`src/sv/c8s_pkg.sv`:
```
`default_nettype none
// ----------------------------------------------------------------------------
// c8s_pkg
// Shared types and constants for the CHIP-8 subset core.
// ----------------------------------------------------------------------------
package c8s_pkg;

    localparam int MEM_AW   = 12;
    localparam int MEM_DEPTH = 4096;
    localparam int ROW_AW   = 5;
    localparam int ROWS     = 32;
    localparam int COLS     = 64;

    // Item operations.
    localparam logic [1:0] OP_LOAD   = 2'd0;
    localparam logic [1:0] OP_EXEC   = 2'd1;
    localparam logic [1:0] OP_ROW    = 2'd2;
    localparam logic [1:0] OP_UNUSED = 2'd3;

    // Result status codes.
    localparam logic [1:0] ST_DONE    = 2'd0;
    localparam logic [1:0] ST_UNKNOWN = 2'd1;
    localparam logic [1:0] ST_HALTED  = 2'd2;

    // Opcode nibbles.
    localparam logic [3:0] OPC_CLS  = 4'h0;
    localparam logic [3:0] OPC_JP   = 4'h1;
    localparam logic [3:0] OPC_LD   = 4'h6;
    localparam logic [3:0] OPC_ADD  = 4'h7;
    localparam logic [3:0] OPC_LDI  = 4'hA;
    localparam logic [3:0] OPC_DRW  = 4'hD;

    localparam logic [3:0] REG_VF = 4'hF;

    // Shared unit operations.
    typedef enum logic {
        ALU_ADD,
        ALU_MASK
    } t_alu_op;

    typedef enum logic [4:0] {
        S_CLEAR,
        S_IDLE,
        S_LOAD,
        S_ROW,
        S_F0,
        S_F1,
        S_F2,
        S_EXEC,
        S_ADD,
        S_D1,
        S_D2,
        S_DR0,
        S_DR1,
        S_RESP
    } t_state;

endpackage
`default_nettype wire

```
`src/sv/c8s_alu.sv`:
```
`default_nettype none
// ----------------------------------------------------------------------------
// c8s_alu
// Shared unit: a 12-bit adder, or a sprite byte placed on a 64-pixel row
// at a wrapping column offset.
// ----------------------------------------------------------------------------
module c8s_alu (
    input  c8s_pkg::t_alu_op              i_op,
    input  wire [11:0]                    i_a,
    input  wire [11:0]                    i_b,
    output logic [11:0]                   o_sum,
    output logic [c8s_pkg::COLS-1:0]      o_mask
);

    logic [7:0]   rev;
    logic [127:0] dbl;
    logic [127:0] shl;

    always_comb begin
        // Sprite bit 7 lands on the leftmost column, so reverse the byte.
        for (int j = 0; j < 8; j++) begin
            rev[j] = i_a[7-j];
        end
        dbl   = {56'd0, rev, 56'd0, rev};
        shl   = dbl << i_b[5:0];
        o_sum = '0;
        o_mask = '0;
        case (i_op)
            c8s_pkg::ALU_ADD:  o_sum  = i_a + i_b;
            c8s_pkg::ALU_MASK: o_mask = shl[127:64];
            default:           o_sum  = '0;
        endcase
    end

endmodule
`default_nettype wire

```
`config.mk`:
```
export PLATFORM = sky130hd
export DESIGN_NAME = c8s_alu
export DESIGN_NICKNAME = d
export VERILOG_FILES = /design/src/sv/c8s_pkg.sv /design/src/sv/c8s_alu.sv
export SDC_FILE = /design/constraint.sdc
export NUM_CORES = 1
export LEC_CHECK = 0
export ABC_CLOCK_PERIOD_IN_PS = 1900
export BUFFER_PORTS_ARGS = -buffer_cell sky130_fd_sc_hd__buf_2
export CAP_MARGIN = 20
export CORE_MARGIN = 1.5
export CORE_UTILIZATION = 45
export DETAILED_ROUTE_END_ITERATION = 10
export GPL_TIMING_DRIVEN = 0
export PLACE_DENSITY = 0.85
export SLEW_MARGIN = 10
export SYNTH_ARGS = -nofsm -noshare
export SYNTH_HDL_FRONTEND = slang
export SYNTH_SLANG_ARGS = --single-unit
```
`constraint.sdc`:
```
create_clock -name vclk -period 1.9
set_input_delay 0.095 -clock vclk [all_inputs]
set_output_delay 0.095 -clock vclk [all_outputs]
set_load 0.02 [all_outputs]
```
### Word level (Yosys, flattened, before mapping)

Cells that the tools add are included.

* output and inout port bits: 76
* register bits after elaboration: 0

* shift operators: 1
* muxes and demuxes: 2
* $add $sub $neg: 1

Operators by type and width (number)
* 72-bit by 6-bit left shift with 128-bit output: 1
* 64-bit 2-to-1 mux: 1
* 12-bit adder: 1
* 12-bit 2-to-1 mux: 1

### Longest topological paths before layout

Gate-level depths: netlist of the first run.

* word-level depth: 2
* depth in mapped cells: 8
* mapped depth without buffers: 8

### Worst setup path after synthesis of the first run

Ideal clock, no wire load.

* path type: input to output
* from: input port i_b[1]
* to: output port o_sum[6]
* arrival time: 1.747 ns
* stages: 8
* slack: 0.058 ns
* buffers on the path: 1
* cell sequence: buf_4 -> clkinv_2 -> fa_1 -> nor2b_1 -> o31a_1 -> o21ai_0 -> a21o_1 -> a21oi_1

* cells in the longest elaborated chain, start to end: 2

Ends and longest elaborated chain
* start, declared: RTL line c8s_alu.sv:10 `input wire [11:0] i_b,`
* 12-bit adder: RTL line c8s_alu.sv:29 `c8s_pkg::ALU_ADD: o_sum = i_a + i_b;`
* 12-bit 2-to-1 mux: RTL line c8s_alu.sv:28 `case (i_op)`
* end, declared: RTL line c8s_alu.sv:11 `output logic [11:0] o_sum,`

Every way passes these cells.

### Final worst setup path of the first run

* from: input port i_b[0]
* to: output port o_sum[10]

The elaborated chain is that of the path after synthesis.

==> results of run 1 <==
[final timing paths]
kind,startpoint,end,slack (ns),cells past startpoint
worst max-delay path,i_b[0],o_sum[10],-0.05,10
worst min-delay path,i_b[11],o_sum[11],0.64,5
[where the power goes]
part	leakage, uW	internal (uW)	switching (uW)
Sequential	0	0	0
Combinational	0.00114	259	383
Clock	0	0	0
[routing by layer]
| metal | global-route usage | part of all wire | vias up |
|---|---|---|---|
| met1 | 0.379 | 0.45 | 993 |
| met2 | 0.472 | 0.48 | 105 |
| met5 | 0 | 0 | - |
| met4 | 0.0186 | 0.0046 | 0 |
| li1 | - | - | 1068 |
| met3 | 0.0171 | 0.065 | 4 |
[layout by cell type, fill, tap and decap left out, types with 3 or more instances in the layout]
cell type  instances
inv_1              3
o22ai_1           16
buf_4              7
o21ai_0            5
buf_6              4
nor3_1             5
a22oi_1            3
mux2_4             4
o21ai_1            3
nor2b_1            8
and3_1             3
mux2i_1            6
nand2_1           19
nand3_1           11
buf_2             98
mux2_2             6
clkbuf_1           6
or2_2              3
nand2b_1           7
ha_1               8
nor2_1            60
a21oi_1            5
xor2_1             5
[cells by family (layout without fill, tap and decap cells)]
| kind of cell | Yosys count | in the layout |
|---|---|---|
| adder cells (fa/ha/maj) | 12 | 12 |
| buffers and inverters | 18 | 125 |
| multiplexers | 22 | 22 |
| XOR/XNOR | 5 | 5 |
| AND/OR/NAND/NOR | 120 | 120 |
| AO/OA/AOI/OAI | 59 | 59 |
[metrics by stage]
| step | TNS, ns | setup WS [ns] | instances | power, uW | util |
|---|---|---|---|---|---|
| 2_1_floorplan | 0 | 0.0583 | 236 | 407 | - |
| 3_3_place_gp | -0.457 | -0.242 | 381 | 554 | 0.662 |
| 3_5_place_dp | -0.486 | -0.259 | 381 | 564 | 0.662 |
| 4_1_cts | -0.00208 | -0.00208 | 385 | 602 | 0.700 |
| 5_1_grt | -0.128 | -0.0883 | 387 | 695 | 0.720 |
| 6_report | -0.0537 | -0.0537 | 387 | 642 | 0.720 |
[final cells by class]
type | count | area share
plain buffers | 12 | 0.0317
inverters | 6 | 0.0167
multi-input cells | 218 | 0.669
well taps | 44 | 0.0245
repair buffers | 107 | 0.258
[synth_stat cells (all sizes together) (2+ instances only)]
cell	number	area, um2
nand2b	7	43.8
mux4	2	45.0
a22oi	4	35.0
a211oi	3	22.5
o31ai	2	15.0
o21ai	10	57.6
or2	3	18.8
o21a	2	15.0
mux2i	8	87.6
nor3	5	25.0
xor2	5	43.8
ha	11	138
nor2	60	225
a21boi	2	15.0
o211ai	2	15.0
a21o	2	15.0
buf	6	36.3
and3	3	18.8
nor2b	9	56.3
o22ai	16	100
nand3	11	55.1
clkbuf	6	22.5
nand2	19	71.3
inv	5	18.8
mux2	12	146
a21oi	7	38.8
[worst min-delay path, delay by kind of cell]
kind | cells | cell delay, ns
AO/OA/AOI/OAI | 1 | 0.07
AND/OR/NAND/NOR | 1 | 0.07
XOR/XNOR | 1 | 0.08
buffers and inverters | 2 | 0.23
[what timing repair did]
| action | in CTS | in global routing |
|---|---|---|
| pin swaps | 4 | 5 |
| setup endpoints to repair | 4 | 6 |
| gates resized for setup | 20 | 10 |
| setup buffers | 4 | 2 |
==> results.sh, run 1 <==
export IMPL_status="finished with violations"
export IMPL_violations="negative setup slack"
export IMPL_regArea_um2=0
export IMPL_drt_initial_drc_count=206
export IMPL_vias=2170
export IMPL_seq_cell_count=0
export IMPL_setup_viol=1
export IMPL_rsz0062_at_grt="true"
export IMPL_hold_violations=0
export IMPL_period_share=1.03
export IMPL_die_area_um2=3710
export IMPL_synth_xor_area_share=0.0290
export IMPL_synth_mux_area_frac=0.185
export IMPL_crit_buf_inv=3
export IMPL_ant_nets=0
export IMPL_worstPathCellList="buf_8, ha_4, inv_4, fa_2, nor2b_2, o31a_1, o211ai_1, a21boi_2, mux2_4, buf_6"
export IMPL_fin_crit_ns=1.95
export IMPL_tightest_slew_ns=0.529
export IMPL_numPortBuffers=101
export IMPL_syn_area_um2=1510
export IMPL_cp_slowest_cell="o31a_1"
export IMPL_worst_setup_path_type="input port to output pin"
export IMPL_drive_above_1_share=0.426
export IMPL_core_area_um2=3130
export IMPL_diodes=0
export IMPL_cp_end_kind="output pin"
export IMPL_post_drt_wl_per_cell_um=14.1
export IMPL_synth_compound_area_share=0.273
export IMPL_rows=20
export IMPL_whs_ns=0.642
export IMPL_avgSynthCellArea_um2=6.40
export IMPL_ir_drop_mv=0.198
export IMPL_grt_max_degree=11
export IMPL_cp_required_ns=1.80
export IMPL_hold_path_class="input port to output pin"
export IMPL_placed_area_um2=2070
export IMPL_postRouteWirelength_um=5460
export IMPL_antenna_found_initial=0
export IMPL_cp_arrival_ns=1.86
export IMPL_clock_buffers=0
export IMPL_leakage_uw=0.00114
export IMPL_multi_input_area_um2=1510
export IMPL_grt_first_pass_wirelength_um=7930
export IMPL_track_usage=0.269
export IMPL_synth_fp_nets=273
export IMPL_max_freq_ghz=0.512
export IMPL_postCtsHoldBufs=0
export IMPL_start_kind="input port"
export IMPL_drv_slew=0
export IMPL_grt_overflow_total=0
export IMPL_die_width_um=60.9
export IMPL_synth_fa_ha_area_frac=0.104
export IMPL_synth_simple_gate_area_frac=0.355
export IMPL_drc=0
export IMPL_fin_ws_ns=-0.0537
export IMPL_ios=101
export IMPL_gp_congestion=0.860
export IMPL_fin_nets=382
export IMPL_stdcell_area_um2=2250
export IMPL_netlist_instances=236
export IMPL_synth_warnings=0
export IMPL_num_fill_cells=273
export IMPL_power_density_nw_per_um2=285
export IMPL_area_growth_pct=49.0
export IMPL_slew_headroom=0.645
export IMPL_yosysUniqueCellTypes=51
export IMPL_path_delay_family="compound AO/OA/AOI/OAI gates"
export IMPL_hpwl_um=4130
export IMPL_cp_max_fo=3
export IMPL_cap_violations=0
export IMPL_synth_seq_area_share=0
export IMPL_grt_pass1_vias=1726
export IMPL_die_h_um=60.9
export IMPL_slowest_delay_ns=0.33
export IMPL_first_pass_iters=4
export IMPL_routed_via_density=5.61
export IMPL_synth_top_family_by_area="simple AND/OR/NAND/NOR gates"
export IMPL_start_util=0.483
Note: power is estimated with default switching activity, not from simulation.
==> inputs of run 2 (changes only) <==
--- a/config.mk
+++ b/config.mk
@@ -5,14 +5,14 @@
 export SDC_FILE = /design/constraint.sdc
 export NUM_CORES = 1
 export LEC_CHECK = 0
-export ABC_CLOCK_PERIOD_IN_PS = 1900
+export ABC_CLOCK_PERIOD_IN_PS = 2400
 export BUFFER_PORTS_ARGS = -buffer_cell sky130_fd_sc_hd__buf_2
 export CAP_MARGIN = 20
 export CORE_MARGIN = 1.5
-export CORE_UTILIZATION = 45
+export CORE_UTILIZATION = 48
 export DETAILED_ROUTE_END_ITERATION = 10
 export GPL_TIMING_DRIVEN = 0
-export PLACE_DENSITY = 0.85
+export PLACE_DENSITY = 0.9
 export SLEW_MARGIN = 10
 export SYNTH_ARGS = -nofsm -noshare
 export SYNTH_HDL_FRONTEND = slang
==> constraint.sdc (replaced) <==
create_clock -name vclk -period 2.4
set_input_delay 0.12 -clock vclk [all_inputs]
set_output_delay 0.12 -clock vclk [all_outputs]
set_load 0.02 [all_outputs]
==> run 2 against run 1 <==
Against the previous run:
- the run now ends clean
- cell area fell by 8.0%
- power decreased by 30%
- worst setup slack improved by 0.21 ns
- core utilization down 3.6 points
- sequential share of layout area stayed put
- die area is 5.9% lower
- via count fell by 1.7%
- combinational power is 30% lower
- clock-buffer cell count did not move
- largest power group unchanged
==> results.sh, run 2 (synthesized netlist as in run 1, its figures left out) <==
export IMPL_status="completed"
export IMPL_post_drt_wl_per_cell_um=12.8
export IMPL_area_growth_pct=37.1
export IMPL_drive_above_1_share=0.383
export IMPL_slowest_delay_ns=0.39
export IMPL_min_to="o_sum[11]"
export IMPL_routed_via_density=5.60
export IMPL_leakage_uw=0.00108
export IMPL_hold_path_class="input port to output pin"
export IMPL_hpwl_um=4090
export IMPL_hp_start="i_b[11]"
export IMPL_met2_usage=0.460
export IMPL_die_h_um=59.1
export IMPL_grt_overflow_total=0
export IMPL_max_freq_ghz=0.446
export IMPL_fin_ws_ns=0.158
export IMPL_gp_congestion=0.916
export IMPL_numPortBuffers=101
export IMPL_layout_common_cells="103 x buf_2, 60 x nor2_1, 19 x nand2_1, 16 x o22ai_1"
export IMPL_grt_use_met3=0.0175
export IMPL_fin_nets=376
export IMPL_layout_commonest_cell="buf_2"
export IMPL_cap_violations=0
export IMPL_die_area_um2=3490
export IMPL_fin_tns_setup_ns=0
export IMPL_track_usage=0.276
export IMPL_rsz0062_at_grt="false"
export IMPL_first_pass_iters=5
export IMPL_die_width_um=59.1
export IMPL_cp_end_kind="output pin"
export IMPL_drt_initial_drc_count=234
export IMPL_ios=101
export IMPL_tightest_slew_ns=0.540
export IMPL_cp_slowest_cell="fa_1"
export IMPL_diodes=0
export IMPL_crit_top_cell="buf_2"
export IMPL_drv_slew=0
export IMPL_drc=0
export IMPL_grt_pass1_vias=1753
export IMPL_ir_drop_mv=0.159
export IMPL_cp_max_fo=4
export IMPL_cts_resized=0
export IMPL_crit_buf_inv=3
export IMPL_vias=2134
export IMPL_start_kind="input port"
export IMPL_num_fill_cells=288
export IMPL_power_density_nw_per_um2=217
export IMPL_hold_violations=0
export IMPL_start_util=0.499
export IMPL_postCtsHoldBufs=0
export IMPL_worstPathCellList="buf_2, ha_1, inv_1, fa_1, nor2b_1, o31a_1, o211ai_1, a21boi_1, mux2_1, buf_2"
export IMPL_worst_setup_path_type="input port to output pin"
export IMPL_postRouteWirelength_um=4860
export IMPL_stdcell_area_um2=2070
export IMPL_regArea_um2=0
export IMPL_slew_headroom=0.637
export IMPL_fin_crit_ns=2.24
export IMPL_seq_cell_count=0
export IMPL_cp_arrival_ns=2.12
export IMPL_period_share=0.934
export IMPL_clock_buffers=0
export IMPL_grt_first_pass_wirelength_um=7890
export IMPL_rows=20
export IMPL_grt_busiest_layer="met2"
export IMPL_grt_met1_usage=0.394
export IMPL_post_cts_buffers=0
export IMPL_path_delay_family="adder cells"
export IMPL_cp_required_ns=2.28
export IMPL_whs_path_depth=5
export IMPL_preCtsSetupSlack_ns=0.173
export IMPL_setup_viol=0
export IMPL_ant_nets=0
export IMPL_antenna_found_initial=0
export IMPL_core_area_um2=3030
export IMPL_grt_max_degree=11
export IMPL_placed_area_um2=2070
## run 2: routing by layer
layer  vias up  routed length [um]
met3         6                 369
met2       122                2270
met4         0                  47
li1       1065                   -
met1       941                2170
met5         -                   0
## run 2: tightest hold or removal path: stages
cell and delay [ns]:
buf_2 0.08, xor2_1 0.08, nand2b_1 0.08, o31ai_1 0.07
buf_2 0.15
## run 2: how the worst max path moves through the flow
stage	startpoint	to	slack, ns	depth (start not counted)
global route	i_b[1]	o_sum[10]	0.02	10
finish	i_b[0]	o_sum[10]	0.16	10
floorplan	i_b[1]	o_sum[6]	0.51	8
CTS	i_b[0]	o_sum[10]	0.16	10
global placement	i_b[1]	o_sum[10]	0.21	10
detailed placement	i_b[0]	o_sum[10]	0.17	10
## run 2: final cells by class
cell class                 count  area, um2  area share
inverter                       6       23.8      0.0115
timing repair buffer         101        505       0.244
buffer                        12       58.8      0.0284
tap                           44       55.1      0.0266
multi-input combinational    218       1430       0.689
## run 2: per-stage QoR
step           utilization  power, uW  std cells  hold slack [ns]
2_1_floorplan            -        322        236            0.471
3_3_place_gp         0.684        437        381            0.689
3_5_place_dp         0.684        445        381            0.690
4_1_cts              0.684        447        381            0.692
5_1_grt              0.684        493        381            0.736
6_report             0.684        450        381            0.702
## run 2: report_power, final
part	total, uW	internal (uW)	switching [uW]
sequential	0	0	0
combinational	450	172	278
clock	0	0	0
